File: src/rtl/lwdt_pkg.sv
package lwdt_pkg;

  // build-time sizing
  localparam int MAX_SAMPLES = 4096;
  localparam int RANGE_BITS  = 16;

  localparam int RNG_W    = (RANGE_BITS < 16) ? RANGE_BITS : 16;
  localparam int IDX_W    = $clog2(MAX_SAMPLES);
  localparam int CNT_W    = $clog2(MAX_SAMPLES + 1);
  localparam int SUM_W    = RNG_W + IDX_W;
  localparam int PROD_W   = SUM_W + CNT_W;
  localparam int ASTEP_W  = 12;
  localparam int APROD_W  = IDX_W + ASTEP_W;
  localparam int ANG_W    = (APROD_W + 2 > 20) ? APROD_W + 2 : 20;
  localparam int STEP_W   = $clog2(RNG_W + 1);
  localparam int FIN_LAST = RNG_W;

  // quarter turn in 2^-16 rad
  localparam int QUARTER_TURN = 102944;

  // window lanes
  localparam int NUM_WIN = 6;
  localparam int WIN_L   = 0;
  localparam int WIN_R   = 1;
  localparam int WIN_LF  = 2;
  localparam int WIN_LB  = 3;
  localparam int WIN_RF  = 4;
  localparam int WIN_RB  = 5;

  // configuration port
  localparam int CFG_IDX_W  = 3;
  localparam int CFG_DATA_W = 20;

  typedef enum logic [CFG_IDX_W-1:0] {
    CFG_FIRST_ANGLE = 3'd0,
    CFG_ANGLE_STEP  = 3'd1,
    CFG_SIDE_HALF   = 3'd2,
    CFG_TILT_HALF   = 3'd3,
    CFG_TILT_OFFSET = 3'd4
  } cfg_idx_t;

  localparam int FIRST_ANGLE_RST = -205888;
  localparam int ANGLE_STEP_RST  = 1144;
  localparam int SIDE_HALF_RST   = 1144;
  localparam int TILT_HALF_RST   = 2288;
  localparam int TILT_OFFSET_RST = 17157;

  typedef struct packed {
    logic [15:0] range_mm;
    logic        range_finite;
    logic        last_sample;
  } sample_t;

  typedef struct packed {
    logic [15:0] left_mm;
    logic        left_valid;
    logic [15:0] right_mm;
    logic        right_valid;
    logic        facing_sign;
    logic        sign_updated;
    logic        scan_overflow;
  } result_t;

  // controller to datapath
  typedef struct packed {
    logic              take;
    logic              acc;
    logic              fin;
    logic              load;
    logic [STEP_W-1:0] step;
  } ctl_cmd_t;

  // datapath to controller
  typedef struct packed {
    logic last;
  } dp_sts_t;

  // datapath to divider
  typedef struct packed {
    logic start;
    logic step;
  } div_cmd_t;

endpackage

File: src/rtl/lwdt_div.sv
module lwdt_div import lwdt_pkg::*; (
  input  logic             clk,
  input  div_cmd_t         cmd,
  input  logic [SUM_W-1:0] dividend,
  input  logic [CNT_W-1:0] divisor,
  output logic [RNG_W-1:0] quot
);

  // restoring divider, one quotient bit per step; quotient known to fit RNG_W
  logic [CNT_W-1:0] rem;
  logic [RNG_W-1:0] q;
  logic [CNT_W:0]   trial;
  logic [CNT_W:0]   diff;
  logic             ge;

  always_comb begin
    trial = {rem, q[RNG_W-1]};
    ge    = trial >= {1'b0, divisor};
    diff  = trial - {1'b0, divisor};
  end

  always_ff @(posedge clk) begin
    if (cmd.start) begin
      rem <= CNT_W'(dividend[SUM_W-1:RNG_W]);
      q   <= dividend[RNG_W-1:0];
    end else if (cmd.step) begin
      rem <= ge ? diff[CNT_W-1:0] : trial[CNT_W-1:0];
      q   <= {q[RNG_W-2:0], ge};
    end
  end

  assign quot = q;

endmodule

File: src/rtl/lwdt_dp.sv
module lwdt_dp import lwdt_pkg::*; (
  input  logic                  clk,
  input  logic                  rst,
  input  ctl_cmd_t              cmd,
  input  sample_t               sample,
  input  logic                  cfg_write,
  input  logic [CFG_IDX_W-1:0]  cfg_index,
  input  logic [CFG_DATA_W-1:0] cfg_data,
  output dp_sts_t               sts,
  output result_t               result
);

  // configuration
  logic signed [19:0] first_angle;
  logic [ASTEP_W-1:0] angle_step;
  logic [15:0]        side_half;
  logic [15:0]        tilt_half;
  logic [15:0]        tilt_offset;

  // per-scan state
  logic [CNT_W-1:0] count;
  logic             ovf;
  logic [SUM_W-1:0] sums   [NUM_WIN];
  logic [CNT_W-1:0] counts [NUM_WIN];
  logic             held_sign;

  // captured sample
  logic [RNG_W-1:0]   rng_q;
  logic               fin_q;
  logic               last_q;
  logic               do_acc;
  logic [APROD_W-1:0] aprod;

  // end-of-scan compare
  logic [PROD_W-1:0] prod;
  logic [PROD_W-1:0] first_p;
  logic              lt_lr;
  logic              lt_lfb;
  logic              lt_rfb;

  always_ff @(posedge clk) begin
    if (rst) begin
      first_angle <= 20'(FIRST_ANGLE_RST);
      angle_step  <= ASTEP_W'(ANGLE_STEP_RST);
      side_half   <= 16'(SIDE_HALF_RST);
      tilt_half   <= 16'(TILT_HALF_RST);
      tilt_offset <= 16'(TILT_OFFSET_RST);
    end else if (cfg_write) begin
      case (cfg_index)
        CFG_FIRST_ANGLE: first_angle <= cfg_data[19:0];
        CFG_ANGLE_STEP:  angle_step  <= cfg_data[ASTEP_W-1:0];
        CFG_SIDE_HALF:   side_half   <= cfg_data[15:0];
        CFG_TILT_HALF:   tilt_half   <= cfg_data[15:0];
        CFG_TILT_OFFSET: tilt_offset <= cfg_data[15:0];
        default: ;
      endcase
    end
  end

  // sample angle and window test
  logic signed [ANG_W-1:0] ang;
  logic signed [ANG_W-1:0] quarter;
  logic signed [ANG_W-1:0] off_s;
  logic signed [ANG_W-1:0] ctr    [NUM_WIN];
  logic signed [ANG_W-1:0] half_s [NUM_WIN];
  logic signed [ANG_W-1:0] lo     [NUM_WIN];
  logic signed [ANG_W-1:0] hi     [NUM_WIN];
  logic [NUM_WIN-1:0]      hit;

  always_comb begin
    ang     = ANG_W'(first_angle) + ANG_W'(aprod);
    quarter = ANG_W'(QUARTER_TURN);
    off_s   = ANG_W'(tilt_offset);
    ctr[WIN_L]  = quarter;
    ctr[WIN_R]  = -quarter;
    ctr[WIN_LF] = quarter - off_s;
    ctr[WIN_LB] = quarter + off_s;
    ctr[WIN_RF] = off_s - quarter;
    ctr[WIN_RB] = -quarter - off_s;
    for (int k = 0; k < NUM_WIN; k++) begin
      half_s[k] = (k == WIN_L || k == WIN_R) ? ANG_W'(side_half) : ANG_W'(tilt_half);
      lo[k]     = ctr[k] - half_s[k];
      hi[k]     = ctr[k] + half_s[k];
      hit[k]    = (ang > lo[k]) && (ang < hi[k]);
    end
  end

  // shared multiplier operand select
  logic [SUM_W-1:0] mul_a;
  logic [CNT_W-1:0] mul_b;

  always_comb begin
    case (cmd.step)
      STEP_W'(0): begin mul_a = sums[WIN_L];  mul_b = counts[WIN_R];  end
      STEP_W'(1): begin mul_a = sums[WIN_R];  mul_b = counts[WIN_L];  end
      STEP_W'(2): begin mul_a = sums[WIN_LF]; mul_b = counts[WIN_LB]; end
      STEP_W'(3): begin mul_a = sums[WIN_LB]; mul_b = counts[WIN_LF]; end
      STEP_W'(4): begin mul_a = sums[WIN_RF]; mul_b = counts[WIN_RB]; end
      STEP_W'(5): begin mul_a = sums[WIN_RB]; mul_b = counts[WIN_RF]; end
      default:    begin mul_a = '0;           mul_b = '0;             end
    endcase
  end

  // averages
  div_cmd_t         div_cmd;
  logic [RNG_W-1:0] quot_l;
  logic [RNG_W-1:0] quot_r;

  assign div_cmd.start = cmd.fin && (cmd.step == '0);
  assign div_cmd.step  = cmd.fin && (cmd.step != '0);

  lwdt_div u_div_l (
    .clk      (clk),
    .cmd      (div_cmd),
    .dividend (sums[WIN_L]),
    .divisor  (counts[WIN_L]),
    .quot     (quot_l)
  );

  lwdt_div u_div_r (
    .clk      (clk),
    .cmd      (div_cmd),
    .dividend (sums[WIN_R]),
    .divisor  (counts[WIN_R]),
    .quot     (quot_r)
  );

  // sign decision and result
  logic    v_l, v_r, v_lf, v_lb, v_rf, v_rb;
  logic    left_closer;
  logic    sign_next;
  logic    upd;
  result_t res_next;

  always_comb begin
    v_l  = counts[WIN_L]  != '0;
    v_r  = counts[WIN_R]  != '0;
    v_lf = counts[WIN_LF] != '0;
    v_lb = counts[WIN_LB] != '0;
    v_rf = counts[WIN_RF] != '0;
    v_rb = counts[WIN_RB] != '0;
    left_closer = v_l && (!v_r || lt_lr);
    sign_next   = held_sign;
    upd         = 1'b0;
    if (left_closer) begin
      if (v_lf && v_lb) begin
        sign_next = !lt_lfb;
        upd       = 1'b1;
      end
    end else if (v_rf && v_rb) begin
      sign_next = lt_rfb;
      upd       = 1'b1;
    end
    res_next.left_mm       = v_l ? 16'(quot_l) : 16'd0;
    res_next.left_valid    = v_l;
    res_next.right_mm      = v_r ? 16'(quot_r) : 16'd0;
    res_next.right_valid   = v_r;
    res_next.facing_sign   = sign_next;
    res_next.sign_updated  = upd;
    res_next.scan_overflow = ovf;
  end

  // accumulation and scan control
  always_ff @(posedge clk) begin
    if (rst || cmd.load) begin
      count <= '0;
      ovf   <= 1'b0;
      for (int k = 0; k < NUM_WIN; k++) begin
        sums[k]   <= '0;
        counts[k] <= '0;
      end
    end else begin
      if (cmd.take) begin
        if (count < CNT_W'(MAX_SAMPLES)) begin
          count <= count + 1'b1;
        end else begin
          ovf <= 1'b1;
        end
      end
      if (cmd.acc && do_acc && fin_q) begin
        for (int k = 0; k < NUM_WIN; k++) begin
          if (hit[k]) begin
            sums[k]   <= sums[k] + SUM_W'(rng_q);
            counts[k] <= counts[k] + 1'b1;
          end
        end
      end
    end
  end

  always_ff @(posedge clk) begin
    if (rst) begin
      held_sign <= 1'b0;
    end else if (cmd.load) begin
      held_sign <= sign_next;
    end
  end

  always_ff @(posedge clk) begin
    if (cmd.take) begin
      rng_q  <= sample.range_mm[RNG_W-1:0];
      fin_q  <= sample.range_finite;
      last_q <= sample.last_sample;
      do_acc <= count < CNT_W'(MAX_SAMPLES);
      aprod  <= APROD_W'(count[IDX_W-1:0]) * APROD_W'(angle_step);
    end
    if (cmd.fin) begin
      if (cmd.step < STEP_W'(6)) begin
        prod <= PROD_W'(mul_a) * PROD_W'(mul_b);
      end
      case (cmd.step)
        STEP_W'(1): first_p <= prod;
        STEP_W'(2): lt_lr   <= first_p < prod;
        STEP_W'(3): first_p <= prod;
        STEP_W'(4): lt_lfb  <= first_p < prod;
        STEP_W'(5): first_p <= prod;
        STEP_W'(6): lt_rfb  <= first_p < prod;
        default: ;
      endcase
    end
    if (cmd.load) begin
      result <= res_next;
    end
  end

  assign sts.last = last_q;

endmodule

File: src/rtl/lwdt_ctrl.sv
module lwdt_ctrl import lwdt_pkg::*; (
  input  logic     clk,
  input  logic     rst,
  input  logic     sample_valid,
  output logic     sample_stall,
  output logic     result_valid,
  input  logic     result_stall,
  input  dp_sts_t  sts,
  output ctl_cmd_t cmd
);

  typedef enum logic [1:0] {
    S_IDLE,
    S_ACC,
    S_FIN,
    S_LOAD
  } state_t;

  state_t            state;
  logic [STEP_W-1:0] step;
  logic              out_free;

  assign out_free     = !result_valid || !result_stall;
  assign sample_stall = state != S_IDLE;

  always_comb begin
    cmd      = '0;
    cmd.step = step;
    case (state)
      S_IDLE:  cmd.take = sample_valid;
      S_ACC:   cmd.acc  = 1'b1;
      S_FIN:   cmd.fin  = 1'b1;
      S_LOAD:  cmd.load = out_free;
      default: ;
    endcase
  end

  always_ff @(posedge clk) begin
    if (rst) begin
      state        <= S_IDLE;
      step         <= '0;
      result_valid <= 1'b0;
    end else begin
      if (result_valid && !result_stall) begin
        result_valid <= 1'b0;
      end
      case (state)
        S_IDLE: begin
          if (sample_valid) state <= S_ACC;
        end
        S_ACC: begin
          step <= '0;
          state <= sts.last ? S_FIN : S_IDLE;
        end
        S_FIN: begin
          if (step == STEP_W'(FIN_LAST)) begin
            state <= S_LOAD;
          end else begin
            step <= step + 1'b1;
          end
        end
        S_LOAD: begin
          if (out_free) begin
            result_valid <= 1'b1;
            state        <= S_IDLE;
          end
        end
        default: state <= S_IDLE;
      endcase
    end
  end

endmodule

File: src/rtl/lidar_wall_distance_and_tilt_top.sv
// channel   direction  handshake                     payload
// sample    in         sample_valid / sample_stall   sample_t  (range_mm, range_finite, last_sample)
// result    out        result_valid / result_stall   result_t  (averages, flags, facing sign)
// config    in         cfg_write                     cfg_index, cfg_data (no read-back)
//
// a sample is transferred, then window-tested and accumulated
// a last sample then runs the serial averages and the cross products on the shared
// multiplier, then loads the result register
// rst is synchronous: config goes to its defaults, scan sums and the held sign clear
// a waiting result never blocks new samples; only the next scan end waits for
// result_stall to drop
module lidar_wall_distance_and_tilt_top import lwdt_pkg::*; (
  input  logic                  clk,
  input  logic                  rst,
  // sample channel
  input  logic                  sample_valid,
  output logic                  sample_stall,
  input  sample_t               sample,
  // result channel
  output logic                  result_valid,
  input  logic                  result_stall,
  output result_t               result,
  // config write port
  input  logic                  cfg_write,
  input  logic [CFG_IDX_W-1:0]  cfg_index,
  input  logic [CFG_DATA_W-1:0] cfg_data
);

  // command and status between the sequencer and the datapath
  ctl_cmd_t cmd;
  dp_sts_t  sts;

  // sequencer: handshakes, scan-end step count, output slot
  lwdt_ctrl u_ctrl (
    .clk          (clk),
    .rst          (rst),
    .sample_valid (sample_valid),
    .sample_stall (sample_stall),
    .result_valid (result_valid),
    .result_stall (result_stall),
    .sts          (sts),
    .cmd          (cmd)
  );

  // datapath: config, six window lanes, cross-product compare, two dividers
  lwdt_dp u_dp (
    .clk       (clk),
    .rst       (rst),
    .cmd       (cmd),
    .sample    (sample),
    .cfg_write (cfg_write),
    .cfg_index (cfg_index),
    .cfg_data  (cfg_data),
    .sts       (sts),
    .result    (result)
  );

endmodule

File: config.mk
export PLATFORM = sky130hd
export DESIGN_NAME = lidar_wall_distance_and_tilt_top
export DESIGN_NICKNAME = d
export VERILOG_FILES = /design/src/rtl/lwdt_pkg.sv /design/src/rtl/lwdt_div.sv /design/src/rtl/lwdt_dp.sv /design/src/rtl/lwdt_ctrl.sv /design/src/rtl/lidar_wall_distance_and_tilt_top.sv
export SDC_FILE = /design/constraint.sdc
export NUM_CORES = 2
export LEC_CHECK = 0
export BUFFER_PORTS_ARGS = -buffer_cell sky130_fd_sc_hd__clkbuf_2
export CAP_MARGIN = 20
export CORE_ASPECT_RATIO = 0.6
export CORE_MARGIN = 2
export CORE_UTILIZATION = 58
export CTS_CLUSTER_DIAMETER = 30
export CTS_CLUSTER_SIZE = 28
export DETAILED_ROUTE_END_ITERATION = 8
export PLACE_DENSITY_LB_ADDON = 0.08
export SLEW_MARGIN = 20
export SYNTH_ARGS = -nofsm -noshare
export SYNTH_HDL_FRONTEND = slang
export SYNTH_SLANG_ARGS = --single-unit
File: constraint.sdc
create_clock -name clk -period 8.3 [get_ports clk]
set_clock_uncertainty 0.05 [all_clocks]
set_input_delay 1.245 -clock clk [delete_from_list [all_inputs] [get_ports clk]]
set_output_delay 1.245 -clock clk [all_outputs]
set_load 0.1 [all_outputs]
Yosys cells after proc, flatten, opt, wreduce, memory -nomap -nowiden
Memories as Yosys holds them, arrays and structs flattened.
Cells that the tools add are included.
{"block": "word_totals", "regBits": 326, "ramBits": 246, "input_bits": 46, "word_cells": 238, "mem_count": 2}
{"memory": "u_dp.sums", "depth": 6, "width": 28, "rd": 6, "rd_ports_with_merged_regs": 0, "wr": 6, "line_no": "lwdt_dp.sv:23", "text": "logic [SUM_W-1:0] sums [NUM_WIN];"}
{"memory": "u_dp.counts", "depth": 6, "width": 13, "rd": 6, "rd_ports_with_merged_regs": 0, "wr": 6, "line_no": "lwdt_dp.sv:24", "text": "logic [CNT_W-1:0] counts [NUM_WIN];"}
{"block": "classes", "n_addsub": 33, "multipliers": 2, "magnitude_cmp": 17, "n_eq_ne": 18, "n_mux": 70, "n_bitwise": 13, "reduce_logical": 49}
{"operator": "$add 28x16->28", "count": 6}
{"operator": "$mux 28", "count": 6}
{"operator": "$pmux 28 s6", "count": 1}
{"operator": "$gt 26x26->1", "count": 6}
{"operator": "$lt 26x26->1", "count": 6}
{"operator": "$add 26x17->26", "count": 4}
{"operator": "$mux 13", "count": 8}
{"operator": "$sub 26x17->26", "count": 4}
{"operator": "$add 13x1->13 const B", "count": 7}
{"operator": "$pmux 13 s6", "count": 1}
{"operator": "$reduce_bool 13->1", "count": 6}
{"operator": "$mux 16", "count": 4}
{"operator": "$mux 12", "count": 4}
{"operator": "$lt 41x41->1", "count": 1}
{"operator": "$mul 28x13->41", "count": 1}
{"operator": "$mux 1", "count": 39}
{"operator": "$sub 18x17->19 const A", "count": 2}
{"operator": "$add 17x16->18 const A", "count": 2}
{"operator": "$sub 17x16->18 const A", "count": 2}
{"operator": "$ge 14x13->1", "count": 2}
{"operator": "$add 20x25->26", "count": 1}
{"operator": "$reduce_and 2->1", "count": 13}
{"operator": "$sub 13x13->13", "count": 2}
{"operator": "$mul 12x12->24", "count": 1}
{"operator": "other kinds (32)", "count": 73}

Longest topological paths before layout
{"block": "depth", "word_depth": 9, "depth_mapped": 31, "depth_no_buf": 28}

By module
Synthesis repeated with hierarchy kept, for this count alone.
{"block": "hier_totals", "hier_cells": 6607, "area_unflattened_um2": 60327.9}
{"mod": "lwdt_dp", "instances": 1, "cells_per_inst": 6182, "area_each_um2": 55816.0, "seq_area_each_um2": 14243.7}
{"mod": "lwdt_div", "instances": 2, "cells_per_inst": 187, "area_each_um2": 2034.5, "seq_area_each_um2": 860.8}
{"mod": "lwdt_ctrl", "instances": 1, "cells_per_inst": 51, "area_each_um2": 442.9, "seq_area_each_um2": 160.2}

Worst setup path before layout
No wires, ideal clock.
{"block": "synth_timing", "path_kind": "register to register", "from": "reg u_ctrl.state[0]", "to": "reg u_dp.prod[0] (enable)", "setup_time_ns": 0.661, "t_arrival_ns": 7.146, "required_ns": 7.589, "slack_ns": 0.443, "path_stages_with_launch": 4, "n_path_buf": 1, "period_less_slack_ns": 7.857, "cell_sequence": "dfxtp_1 > nand2b_1 > clkbuf_1 > a2111oi_0"}
{"block": "synth_via", "elab_chain_cells": 3}
{"item": "from (decl)", "line_no": "lwdt_ctrl.sv:19", "text": "state_t state;"}
{"item": "from (signal assigned)", "line_no": "lwdt_ctrl.sv:53", "text": "state <= sts.last ? S_FIN : S_IDLE;"}
{"item": "$eq 2x2->1", "line_no": "lwdt_ctrl.sv:29", "text": "case (state)"}
{"item": "$mux 1", "line_no": "lwdt_ctrl.sv:29"}
{"item": "$reduce_and 2->1 (no source line)"}
{"item": "to (signal assigned)", "line_no": "lwdt_dp.sv:209", "text": "prod <= PROD_W'(mul_a) * PROD_W'(mul_b);"}
{"item": "to (decl)", "line_no": "lwdt_dp.sv:35", "text": "logic [PROD_W-1:0] prod;"}
No other way between the ends.
A chain may end at the register's enable or synchronous reset.

Worst setup path in the final report
{"block": "layout_timing", "from": "reg u_ctrl.step[1]", "to": "reg u_dp.prod[38], data pin"}
{"block": "layout_via", "elab_chain_cells": 3}
{"item": "from (decl)", "line_no": "lwdt_ctrl.sv:20", "text": "logic [STEP_W-1:0] step;"}
{"item": "from (signal assigned)", "line_no": "lwdt_ctrl.sv:59", "text": "step <= step + 1'b1;"}
{"item": "$eq 5x3->1, or another cell as far along", "line_no": "lwdt_dp.sv:93", "text": "case (cmd.step)"}
{"item": "$pmux 28 s6 or $pmux 13 s6 (tied branches)", "line_no": "lwdt_dp.sv:93"}
{"item": "$mul 28x13->41 *", "line_no": "lwdt_dp.sv:209"}
Every way passes the cells marked *; elsewhere a longest branch is shown, timed or not.

==> impl_metrics.ini <==
[placement]
place_area_um2 = 60800
dp_hpwl_um = 142000
portBuffers = 84
dp_slack_ns = -0.00462
gp_congestion = 0.999

[logic_synthesis]
ys_ff_latch = 572
avgSynthCellArea_um2 = 9.08
synth_nets = 7563
synthCells = 6441
synth_ff_type = edfxtp_1
synth_edf_count = 467
synth_warnings = 0
synth_cell_types = 90
synth_area_leader_cell = edfxtp_1
synth_area_um2 = 58500
yosysSeqAreaShare = 0.276
yosys.area.top_type_share = 0.240
synthTopCellsByArea = edfxtp_1 24%, ha_1 14%, fa_1 14%
async_reset_ff_frac = 0

[floorplan]
io_pins = 85
die_w_um = 414
coreArea_um2 = 100000
dieArea_um2 = 103000
die_y_um = 250
initial_core_util = 0.584
rows = 90

[detailed_routing]
drt-total-wl_um = 179000
vias = 48700
dr.first_iter.drc_count = 5962
via_per_inst = 6.14
drt-pass1-iter-count = 8
drc_errors = 0
wire_per_inst_um = 22.6
postRouteAntennaNets = 0

[timing]
slew_headroom = 0.274
finalHoldViolCount = 0
finalSetupTns_ns = 0
min_period_ns = 8.04
final-setup-viol-count = 0
worst_pin_slew_ns = 1.09
fin_ws_ns = 0.258
fmax_mhz = 124
period_share = 0.969
fin_hold_ws_ns = 0.355
drv_slew = 0
rsz0062_at_grt = no

[clock_tree]
cts_inserted_buffers = 102
cts_tree = done
path_clk_slew_ns = 0.06
clk_path_buf_depth = 3
cts_setup_buffers = 0
hold_buffers = 0
worst_skew_pair.late_latency_ns = 0.74
ctsHtreeMaxLevel = 3
root_buffer = clkbuf_16
cts.sinks = 572

[critical_path]
slowest_delay_ns = 0.57
crit_fanout = 17
worstPathRequired_ns = 8.72
critPathCaptureType = flip-flop
worst_path_max_delay_cell = and3_1
cp-start-kind = flip-flop
rrSetupSlack_ns = 0.26
cp_num_buf_inv = 6
critPathTopFamily = adder cells
crit_top_cell = fa_1
crit_type = reg2reg
cp.arrival_ns = 8.47

[final_layout]
final_common_cell = nand2_1
final_nets = 7630
layout-drive-gt1-share = 0.0764
layout_common_cells = 702 x nand2_1, 677 x inv_1, 677 x ha_1, 645 x nor2_1, 467 x edfxtp_1
area_delta_synth_final_pct = 10.3
fin_area_um2 = 64500
diodes = 0

[global_route]
grt_overflow = 0
antenna_found_initial = 7
grt_max_degree = 84
grt_use_total = 0.347
grt_pass1_vias = 45900
grt_pass1_wl_um = 275000

[power_and_ir_drop]
p_leak_uw = 0.0284
powerDensity_nw_per_um2 = 202
irDropWorstVdd_v = 0.000207

[flow_run]
maxCapViolations = 0

[outcome]
status = complete, no violations

[hold_path]
worstHoldPathType = reg2reg
final cells by class:
class | count | area [um^2]
clock buffers | 115 | 2690
multi-input cells | 4955 | 39100
clock inverters | 78 | 1010
flip-flops and latches | 572 | 16100
repair buffers | 198 | 1420
fillers | 8368 | 35700
inverters | 679 | 2550
well taps | 1334 | 1670
registers in the layout (all words and copies together), names as in the netlist, 20 cells and up, named ones only:
| name | count |
|---|---|
| u_dp.prod | 41 |
| u_dp.first_angle | 20 |
| u_dp.result | 37 |
| u_dp.sums | 168 |
| u_dp.counts | 78 |
| u_dp.aprod | 24 |
| u_dp.first_p | 41 |
cells by family (layout without fill, tap and decap cells):
| logic type | Yosys count | in the layout | share of synthesized area |
|---|---|---|---|
| AO/OA/AOI/OAI | 1154 | 1154 | 0.131 |
| XOR/XNOR | 460 | 460 | 0.0689 |
| adder cells (fa/ha/maj) | 1076 | 1076 | 0.281 |
| buffers and inverters | 914 | 1070 | 0.0591 |
| flip-flops | 572 | 572 | 0.276 |
| multiplexers | 31 | 31 | 0.00590 |
| AND/OR/NAND/NOR | 2234 | 2234 | 0.178 |
what timing repair did:
item                                    in CTS  in global routing
cloned                                       0                  0
gates resized for setup                      2                 13
endpoints found under the setup margin       1                  8
power breakdown:
group          switching (uW)  internal, uW  total (uW)  leakage [uW]
clock network            1750          2760        4500       0.00180
logic                    2990          1950        4950        0.0212
registers                 202          3390        3590       0.00543
path summary, 6_finish.rpt:
check | from | end | cells after the start
worst max-delay path | u_ctrl.step[1] | u_dp.prod[38] | 27
worst min-delay path | u_dp.prod[32] | u_dp.first_p[32] | 0
worst max register to register | u_ctrl.step[1] | u_dp.prod[38] | 27
worst min register to register | u_dp.prod[32] | u_dp.first_p[32] | 0
metrics by stage:
step                std cells  total power [uW]  utilization
CTS                      7931             13000        0.644
detailed placement       7738              8410        0.607
global route             7931             13800        0.644
floorplan                6441              7050            -
global placement         7737              8340        0.606
finish                   7931             13000        0.644
cells in the mapped netlist, types with 33 or more instances:
library cell / number
nand3_1: 173
clkbuf_1: 210
fa_1: 399
a21o_1: 120
nand4_1: 60
nor2b_1: 72
or3_1: 33
o21a_1: 47
and2_1: 131
inv_1: 677
nand2_1: 708
nand3b_1: 35
edfxtp_1: 467
nor2_1: 650
o211ai_1: 35
xnor2_1: 291
xor2_1: 169
and3_1: 83
nor3_1: 124
nand2b_1: 61
a21oi_1: 344
o21ai_0: 153
a22oi_1: 125
a31oi_1: 55
ha_1: 677
dfxtp_1: 105
a211oi_1: 47
routing by layer:
layer | wire length, um | track usage
met5 | 35 | 0
met4 | 2970 | 0.0600
met3 | 26000 | 0.119
met2 | 64000 | 0.424
met1 | 86200 | 0.574
(Power assumes the default switching activity.)
